File: src/sv/fcd_pkg.sv
// shared types and constants for the fractional comb delay
// no dependencies
`timescale 1ns / 1ps

package fcd_pkg;

    localparam int SMP_W      = 16;
    localparam int CFG_IDX_W  = 8;
    localparam int CFG_DATA_W = 32;
    localparam int DELAY_W    = 21;
    localparam int GAIN_W     = 16;
    localparam int MIX_W      = 17;

    localparam logic [CFG_IDX_W-1:0] REG_DELAY_LEN     = 8'd0;
    localparam logic [CFG_IDX_W-1:0] REG_FEEDBACK_GAIN = 8'd1;
    localparam logic [CFG_IDX_W-1:0] REG_DAMPING       = 8'd2;
    localparam logic [CFG_IDX_W-1:0] REG_WET_MIX       = 8'd3;

    localparam logic [DELAY_W-1:0] DELAY_MIN = 21'd256;
    localparam logic [GAIN_W-1:0]  GAIN_MAX  = 16'd62259;
    localparam logic [MIX_W-1:0]   MIX_ONE   = 17'd65536;

    typedef struct packed {
        logic [DELAY_W-1:0] delay_len;
        logic [GAIN_W-1:0]  feedback_gain;
        logic [GAIN_W-1:0]  damping;
        logic [MIX_W-1:0]   wet_mix;
    } t_cfg;

    function automatic logic signed [SMP_W-1:0] sat16(input logic signed [35:0] v);
        logic signed [SMP_W-1:0] r;
        if (v > 36'sd32767) begin
            r = 16'sh7fff;
        end else if (v < -36'sd32768) begin
            r = 16'sh8000;
        end else begin
            r = v[SMP_W-1:0];
        end
        return r;
    endfunction

endpackage

File: src/sv/fcd_ifs.sv


interface fcd_cfg_if;
    import fcd_pkg::*;
    logic                  valid;
    logic                  ready;
    logic [CFG_IDX_W-1:0]  index;
    logic [CFG_DATA_W-1:0] data;
    modport source (output valid, output index, output data, input ready);
    modport sink   (input valid, input index, input data, output ready);
endinterface

File: src/sv/fcd_cfg.sv
// configuration register file with range clamping on write
// depends on fcd_pkg and fcd_cfg_if
`timescale 1ns / 1ps

module fcd_cfg #(
    parameter int DLY_SAMPLES = 4096
) (
    input  logic          i_clk,
    input  logic          i_rst_n,
    fcd_cfg_if.sink       i_cfg,
    output fcd_pkg::t_cfg o_cfg
);
    import fcd_pkg::*;

    localparam logic [31:0] DELAY_HI = 32'(DLY_SAMPLES * 256);

    t_cfg r_cfg;
    t_cfg n_cfg;

    logic [DELAY_W-1:0] wr_delay;
    logic [GAIN_W-1:0]  wr_gain;
    logic [MIX_W-1:0]   wr_mix;

    assign i_cfg.ready = 1'b1;
    assign o_cfg       = r_cfg;

    always_comb begin
        wr_delay = i_cfg.data[DELAY_W-1:0];
        wr_gain  = i_cfg.data[GAIN_W-1:0];
        wr_mix   = i_cfg.data[MIX_W-1:0];
        if (wr_delay < DELAY_MIN) begin
            wr_delay = DELAY_MIN;
        end else if (32'(wr_delay) > DELAY_HI) begin
            wr_delay = DELAY_W'(DELAY_HI);
        end
        if (wr_gain > GAIN_MAX) begin
            wr_gain = GAIN_MAX;
        end
        if (wr_mix > MIX_ONE) begin
            wr_mix = MIX_ONE;
        end
    end

    always_comb begin
        n_cfg = r_cfg;
        if (i_cfg.valid) begin
            unique case (i_cfg.index)
                REG_DELAY_LEN:     n_cfg.delay_len     = wr_delay;
                REG_FEEDBACK_GAIN: n_cfg.feedback_gain = wr_gain;
                REG_DAMPING:       n_cfg.damping       = wr_gain;
                REG_WET_MIX:       n_cfg.wet_mix       = wr_mix;
                default:           n_cfg               = r_cfg;
            endcase
        end
    end

    always_ff @(posedge i_clk) begin
        if (!i_rst_n) begin
            r_cfg.delay_len     <= DELAY_MIN;
            r_cfg.feedback_gain <= '0;
            r_cfg.damping       <= '0;
            r_cfg.wet_mix       <= '0;
        end else begin
            r_cfg <= n_cfg;
        end
    end

    a_delay_range: assert property (@(posedge i_clk) disable iff (!i_rst_n)
        r_cfg.delay_len >= DELAY_MIN && 32'(r_cfg.delay_len) <= DELAY_HI)
        else $error("delay length out of range");

    a_gain_range: assert property (@(posedge i_clk) disable iff (!i_rst_n)
        r_cfg.feedback_gain <= GAIN_MAX && r_cfg.damping <= GAIN_MAX)
        else $error("gain out of range");

    a_unknown_index: assert property (@(posedge i_clk) disable iff (!i_rst_n)
        (i_cfg.valid && i_cfg.index != REG_DELAY_LEN && i_cfg.index != REG_FEEDBACK_GAIN
         && i_cfg.index != REG_DAMPING && i_cfg.index != REG_WET_MIX) |=> $stable(r_cfg))
        else $error("unknown register index changed configuration");

endmodule

File: src/flat_wrapper.sv
// flat-port wrapper written by rule: the top's interface ports become plain ports
module fcd_cfg_flat import fcd_pkg::*;
#(
    parameter int DLY_SAMPLES = 4096
)
  (i_clk, i_rst_n, o_cfg, i_cfg_valid, i_cfg_index, i_cfg_data, i_cfg_ready);
  fcd_cfg_if i_cfg_i ();
  input  logic i_clk;
  input  logic i_rst_n;
  output fcd_pkg::t_cfg o_cfg;
  input wire logic [$bits(i_cfg_i.valid)-1:0] i_cfg_valid;
  input wire logic [$bits(i_cfg_i.index)-1:0] i_cfg_index;
  input wire logic [$bits(i_cfg_i.data)-1:0] i_cfg_data;
  output wire logic [$bits(i_cfg_i.ready)-1:0] i_cfg_ready;
  assign i_cfg_i.valid = i_cfg_valid;
  assign i_cfg_i.index = i_cfg_index;
  assign i_cfg_i.data = i_cfg_data;
  assign i_cfg_ready = i_cfg_i.ready;
  fcd_cfg #(.DLY_SAMPLES(DLY_SAMPLES)) u_core (.i_clk(i_clk), .i_rst_n(i_rst_n), .i_cfg(i_cfg_i), .o_cfg(o_cfg));
endmodule
File: config.mk
export PLATFORM = sky130hd
export DESIGN_NAME = fcd_cfg_flat
export DESIGN_NICKNAME = d
export VERILOG_FILES = /design/src/sv/fcd_pkg.sv /design/src/sv/fcd_ifs.sv /design/src/sv/fcd_cfg.sv /design/src/flat_wrapper.sv
export SDC_FILE = /design/constraint.sdc
export NUM_CORES = 1
export LEC_CHECK = 0
export BUFFER_PORTS_ARGS = -buffer_cell sky130_fd_sc_hd__buf_4
export CORE_AREA = 5 5 65 111
export CTS_CLUSTER_DIAMETER = 80
export CTS_CLUSTER_SIZE = 24
export DETAILED_ROUTE_END_ITERATION = 10
export DIE_AREA = 0 0 70 116
export GPL_TIMING_DRIVEN = 1
export PLACE_DENSITY = 0.86
export SYNTH_ARGS = -nofsm -noshare
export SYNTH_HDL_FRONTEND = slang
export SYNTH_SLANG_ARGS = --single-unit
File: constraint.sdc
create_clock -name i_clk -period 2.7 [get_ports i_clk]
set_clock_uncertainty 0.05 [all_clocks]
set_input_delay 0.54 -clock i_clk [delete_from_list [all_inputs] [get_ports i_clk]]
set_output_delay 0.54 -clock i_clk [all_outputs]
set_load 0.1 [all_outputs]
# After elaboration in Yosys (flattened, before gate mapping)
# Index checks and enable logic that the tools add are counted.
# Widths: inputs -> output; s select.
totals:
  elab_cells: 20
  mem_bits_ro: 0
  n_memories: 0
  output_inout_bits: 71
  latch_bits: 0
  reg_bits: 70
  inputBits: 43
  mem_bits_rw: 0
op_classes:
  n_eq_ne: 3
  n_lt_le_gt_ge: 4
  muxes: 4
  div: 0
  shifts: 0
  multipliers: 0
  reduce_logical: 5
  n_addsub: 0
  bitwise_logic: 0
op_table:
  columns: ["op", "count"]
  rows:
  - ["$mux 21", 2]
  - ["$gt 21x21->1 const B", 1]
  - ["$lt 21x9->1 const B", 1]
  - ["$gt 17x17->1 const B", 1]
  - ["$mux 17", 1]
  - ["$eq 8x2->1 const B", 2]
  - ["$gt 16x16->1 const B", 1]
  - ["$mux 16", 1]
  - ["$eq 8x1->1 const B", 1]
  - ["$logic_not 8->1", 1]
  - ["$reduce_and 2->1", 4]

# Longest topological paths before layout
depth:
  ltp_word: 3
  mapped_depth: 6
  depth_no_buf: 4

# Least setup slack after synthesis
# No wires, ideal clock.
synth_timing:
  kind: "input to register"
  from: "input i_cfg_index[4]"
  to: "register u_core.r_cfg, in the netlist u_core.o_cfg[57]"
  arrival_ns: 2.054
  slack_ns: 0.455
  setup_ns: 0.142
  n_path_buf: 2
  cell_stages: 6
  required_ns: 2.508
  cell_sequence: "or4b_4 -> or4_1 -> buf_2 -> buf_2 -> nand2_1 -> o211ai_1"
synth_between:
  elab_chain_cells: 2
synth_rtl:
  columns: ["item", "line_no", "source"]
  rows:
  - ["start: declaration", "flat_wrapper.sv:12", "input wire logic [$bits(i_cfg_i.index)-1:0] i_cfg_index;"]
  - ["$logic_not 8->1", "fcd_cfg.sv:47", "unique case (i_cfg.index)"]
  - ["$reduce_and 2->1 (no source line)", null, null]
  - ["end signal: assignment", "fcd_cfg.sv:64", "r_cfg <= n_cfg;"]
  - ["end: declaration", "fcd_cfg.sv:17", "t_cfg r_cfg;"]
# No other way between the ends.
# A chain may end at the register's enable or synchronous reset.

# Final worst setup path
layout_timing:
  from: "input i_cfg_data[13]"
  to: "register u_core.r_cfg, in the netlist u_core.o_cfg[51]"
layout_between:
  elab_chain_cells: 3
  elab_cells_between_ends: 4
  classes_between: "order compare (2); mux (2)"
layout_rtl:
  columns: ["item", "line_no", "source"]
  rows:
  - ["start: declaration", "flat_wrapper.sv:13", "input wire logic [$bits(i_cfg_i.data)-1:0] i_cfg_data;"]
  - ["$gt 21x21->1", "fcd_cfg.sv:33", "end else if (32'(wr_delay) > DELAY_HI) begin"]
  - ["$mux 21", "fcd_cfg.sv:33", null]
  - ["$mux 21 *", "fcd_cfg.sv:31", "if (wr_delay < DELAY_MIN) begin"]
# Mark *: on every way between the ends. The rest lies on a longest branch, timed or not.

==> metrics.log <==
INFO  metric clock.fmax = 481 MHz
INFO  metric grt_overflow_total = 0
INFO  metric dp_cells = 492
INFO  metric totalWireLength = 8430 um
INFO  metric initial_antenna_violation_count = 0
INFO  metric route.antenna.remaining_nets = 0
INFO  metric floorplan.core_area = 6180 um2
INFO  metric critical_path_class = in -> reg
INFO  metric mappedNetlistNets = 371
INFO  metric outcome = complete, no violations
INFO  metric synth-warning-count = 0
INFO  metric clkTransAtPathRegs = 60 ps
INFO  metric tritoncts_clock_tree = yes
INFO  metric synth.yosys.seq_area_share = 48.9%
INFO  metric grt_first_pass_wirelength = 13500 um
INFO  metric clock_power_share = 38.4%
INFO  metric switching_power = 0.444 mW
INFO  metric power.combinational.fraction = 7.4%
INFO  metric first_global_vias = 2722
INFO  metric drt_drc_violations_left = 0
INFO  metric drt-initial-drc-count = 228
INFO  metric finalMaxSlewViolations = 0
INFO  metric final_cell_count_no_fill = 507
INFO  metric start_util = 46.4%
INFO  metric finalWorstPathRequiredPeriod = 2080 ps
INFO  metric synth-seq-cells = 70
INFO  metric synth_cell_types = 37
INFO  metric rsz0062_at_grt = false
INFO  metric avgRoutedWirePerCell = 16.6 um
INFO  metric place_congestion = 0.861
INFO  metric pin_count_of_the_biggest_net_entering_global_routing = 66
INFO  metric slew_headroom = 60.6%
INFO  metric via_density_per_instance = 5.42
INFO  metric report.final.setup_viol = 0
INFO  metric final.setup.tns = 0 ps
INFO  metric cts.sinks = 70
INFO  metric chipWidth = 70 um
INFO  metric worstSetupStartpointType = input pin
INFO  metric hold_violations = 0
INFO  metric syn_area_per_cell = 8.74 um2
INFO  metric timing.rr.end = u_core.o_cfg[21]
INFO  metric cellLeakagePower = 1.58 nW
INFO  metric syn_to_final_growth = 34.1%
INFO  metric timing.reg2reg.setup_slack = 1990 ps
INFO  metric floorplan.io_pins = 114
INFO  metric worst-r2r-cell-count = 2
INFO  metric synth_area = 2870 um2
INFO  metric worstSetupEndpointType = register
INFO  metric power.internal = 1.46 mW
INFO  metric worst_skew_pair.late_latency = 340 ps
INFO  metric floorplan.die.height = 116 um
INFO  metric nets = 466
INFO  metric hold_depth = 2
INFO  metric peak_ir_drop_on_the_vdd_network = 0.373 mV
INFO  metric global_route.usage.total = 21.3%
INFO  metric p_seq_share = 54.2%
INFO  metric p_total = 1.91 mW
INFO  metric final_layout_size_suffix_gt1_share = 30.7%
INFO  metric tightest_slew = 585 ps
INFO  metric route.vias.total = 2750
INFO  metric r2r_start = u_core.o_cfg[21]
INFO  metric n_fill_cell = 565
INFO  metric timing.hold.worst.class = reg -> reg
INFO  metric power_per_cell_area = 496 nW/um2
INFO  metric worst_hold_path.endpoint = u_core.o_cfg[30]
INFO  metric worst-path-max-fanout = 15
INFO  metric row_count = 38
INFO  metric hold_path.startpoint = u_core.o_cfg[30]
INFO  metric post_synth_inst_count = 328
INFO  metric final_min_period_over_clock_period = 76.9%
INFO  metric area_of_the_die = 8120 um2
INFO  metric htree_levels = 3
INFO  metric cts_hold_buffers = 0
INFO  metric post_cts_resized = 0
INFO  metric largest_register_ffs = 70
INFO  metric post_cts_buffers = 0
INFO  metric max_cap_violations = 0
INFO  metric critPathArrivalTime = 2270 ps
INFO  metric switching_share = 23.3%
INFO  metric port-buffer-count = 101
INFO  metric insertedDiodeCount = 0
INFO  metric cp.required = 2900 ps
INFO  metric cts_buffers = 9
INFO  metric clock_tree_buf_depth = 2
INFO  metric drt_first_pass_iters = 4
INFO  metric dpl.hpwl = 6250 um
INFO  metric clk_root_buffer_cell = sky130_fd_sc_hd__clkbuf_8
[synth_stat cells]
master	instances	share of area [%]
sky130_fd_sc_hd__or4_1	5	1.3
sky130_fd_sc_hd__or3_1	1	0.22
sky130_fd_sc_hd__a211o_1	1	0.31
sky130_fd_sc_hd__clkbuf_1	18	2.4
sky130_fd_sc_hd__or4b_4	1	0.48
sky130_fd_sc_hd__nor3_1	2	0.35
sky130_fd_sc_hd__o21ai_1	8	1.4
sky130_fd_sc_hd__buf_2	5	0.87
sky130_fd_sc_hd__nand2_1	58	7.6
sky130_fd_sc_hd__buf_1	1	0.13
sky130_fd_sc_hd__a21oi_1	11	1.9
sky130_fd_sc_hd__a21boi_0	26	6.8
sky130_fd_sc_hd__nor4_4	1	0.74
sky130_fd_sc_hd__o31ai_1	3	0.79
sky130_fd_sc_hd__mux2_2	1	0.39
sky130_fd_sc_hd__conb_1	1	0.13
sky130_fd_sc_hd__nand3_1	36	6.3
sky130_fd_sc_hd__nor4_2	1	0.44
sky130_fd_sc_hd__and4_1	3	0.92
sky130_fd_sc_hd__o211ai_1	2	0.52
sky130_fd_sc_hd__or2_2	1	0.22
sky130_fd_sc_hd__nor4_1	2	0.44
sky130_fd_sc_hd__a21o_1	1	0.26
sky130_fd_sc_hd__buf_4	1	0.26
sky130_fd_sc_hd__nand4_1	3	0.65
sky130_fd_sc_hd__o31ai_2	4	1.7
sky130_fd_sc_hd__inv_1	1	0.13
sky130_fd_sc_hd__nor2_1	13	1.7
sky130_fd_sc_hd__nor4b_1	1	0.31
sky130_fd_sc_hd__o211a_1	4	1.4
sky130_fd_sc_hd__a21boi_1	6	1.6
sky130_fd_sc_hd__buf_6	1	0.39
sky130_fd_sc_hd__a32o_1	4	1.4
sky130_fd_sc_hd__o21ai_0	18	3.1
sky130_fd_sc_hd__nand4bb_1	1	0.39
sky130_fd_sc_hd__dfxtp_1	70	49
sky130_fd_sc_hd__nand3b_1	12	3.1
[worst max-delay path by stage]
stage | from | end | slack, ps | cells past startpoint
detailed placement | i_cfg_data[13] | u_core.o_cfg[56] | 290 | 5
CTS | i_cfg_data[13] | u_core.o_cfg[51] | 640 | 5
finish | i_cfg_data[13] | u_core.o_cfg[51] | 620 | 5
floorplan | i_cfg_index[4] | u_core.o_cfg[57] | 450 | 6
global placement | i_cfg_index[4] | u_core.o_cfg[17] | 320 | 6
global route | i_cfg_data[13] | u_core.o_cfg[51] | 520 | 5
[logic make-up (layout without fill, tap and decap cells)]
family / after synthesis / count (layout) / share of synthesized area (%)
multiplexers: 1 / 1 / 0.393
other: 1 / 1 / 0.131
AO/OA/AOI/OAI: 88 / 88 / 21.3
flip-flops: 70 / 70 / 48.9
AND/OR/NAND/NOR: 141 / 141 / 25.2
buffers and inverters: 27 / 126 / 4.15
[layer usage]
metal	GRT usage [%]	vias up	part of all wire [%]
li1	-	1354	-
met1	22.8	1277	38
met2	37.4	100	52
met3	6.60	19	7.2
met4	11.1	0	3.1
met5	0	-	0
[layout make-up]
type	instances	area (um2)	share of cell area, %
tap	80	100	2.60
multi-input combinational	231	1350	35.0
inverter	1	3.75	0.0976
clock inverter	1	5.00	0.130
sequential	70	1400	36.4
clock buffer	14	163	4.23
timing repair buffer	110	826	21.5
[cell usage in the layout, fill, tap and decap left out, drive strengths merged]
cell | synthesis | routed
buf | 8 | 110
dfxtp | 70 | 70
nand2 | 58 | 58
nand3 | 36 | 36
a21boi | 32 | 32
o21ai | 26 | 26
clkbuf | 18 | 14
nor2 | 13 | 13
nand3b | 12 | 12
a21oi | 11 | 11
o31ai | 7 | 7
or4 | 5 | 5
o211a | 4 | 4
a32o | 4 | 4
nor4 | 4 | 4
nand4 | 3 | 3
and4 | 3 | 3
nor3 | 2 | 2
o211ai | 2 | 2
or4b | 1 | 1
or3 | 1 | 1
mux2 | 1 | 1
nor4b | 1 | 1
nand4bb | 1 | 1
a21o | 1 | 1
inv | 1 | 1
or2 | 1 | 1
a211o | 1 | 1
conb | 1 | 1
clkinv | 0 | 1
[power groups by stage]
stage          combinational, mW  clock, mW  sequential (mW)
2_1_floorplan             0.0586          0             1.07
3_3_place_gp               0.137          0             1.06
3_5_place_dp               0.139          0             1.06
4_1_cts                    0.140      0.747             1.03
5_1_grt                    0.151      0.800             1.03
6_report                   0.141      0.732             1.03
[stage by stage]
step	utilization (%)	hold slack (ps)	setup slack, ps	cell area [um2]
floorplan	-	619	455	2870
global placement	59.5	393	320	3680
detailed placement	59.5	399	290	3680
CTS	62.2	410	640	3840
global route	62.2	426	524	3840
finish	62.2	406	623	3840
[critical path, stage by stage]
cell and delay [ps]:
sky130_fd_sc_hd__buf_4 140, sky130_fd_sc_hd__or4_1 540, sky130_fd_sc_hd__nor3_1 270, sky130_fd_sc_hd__mux2_2 510, sky130_fd_sc_hd__o31ai_1 270
Note: power is estimated with default switching activity, not from simulation.
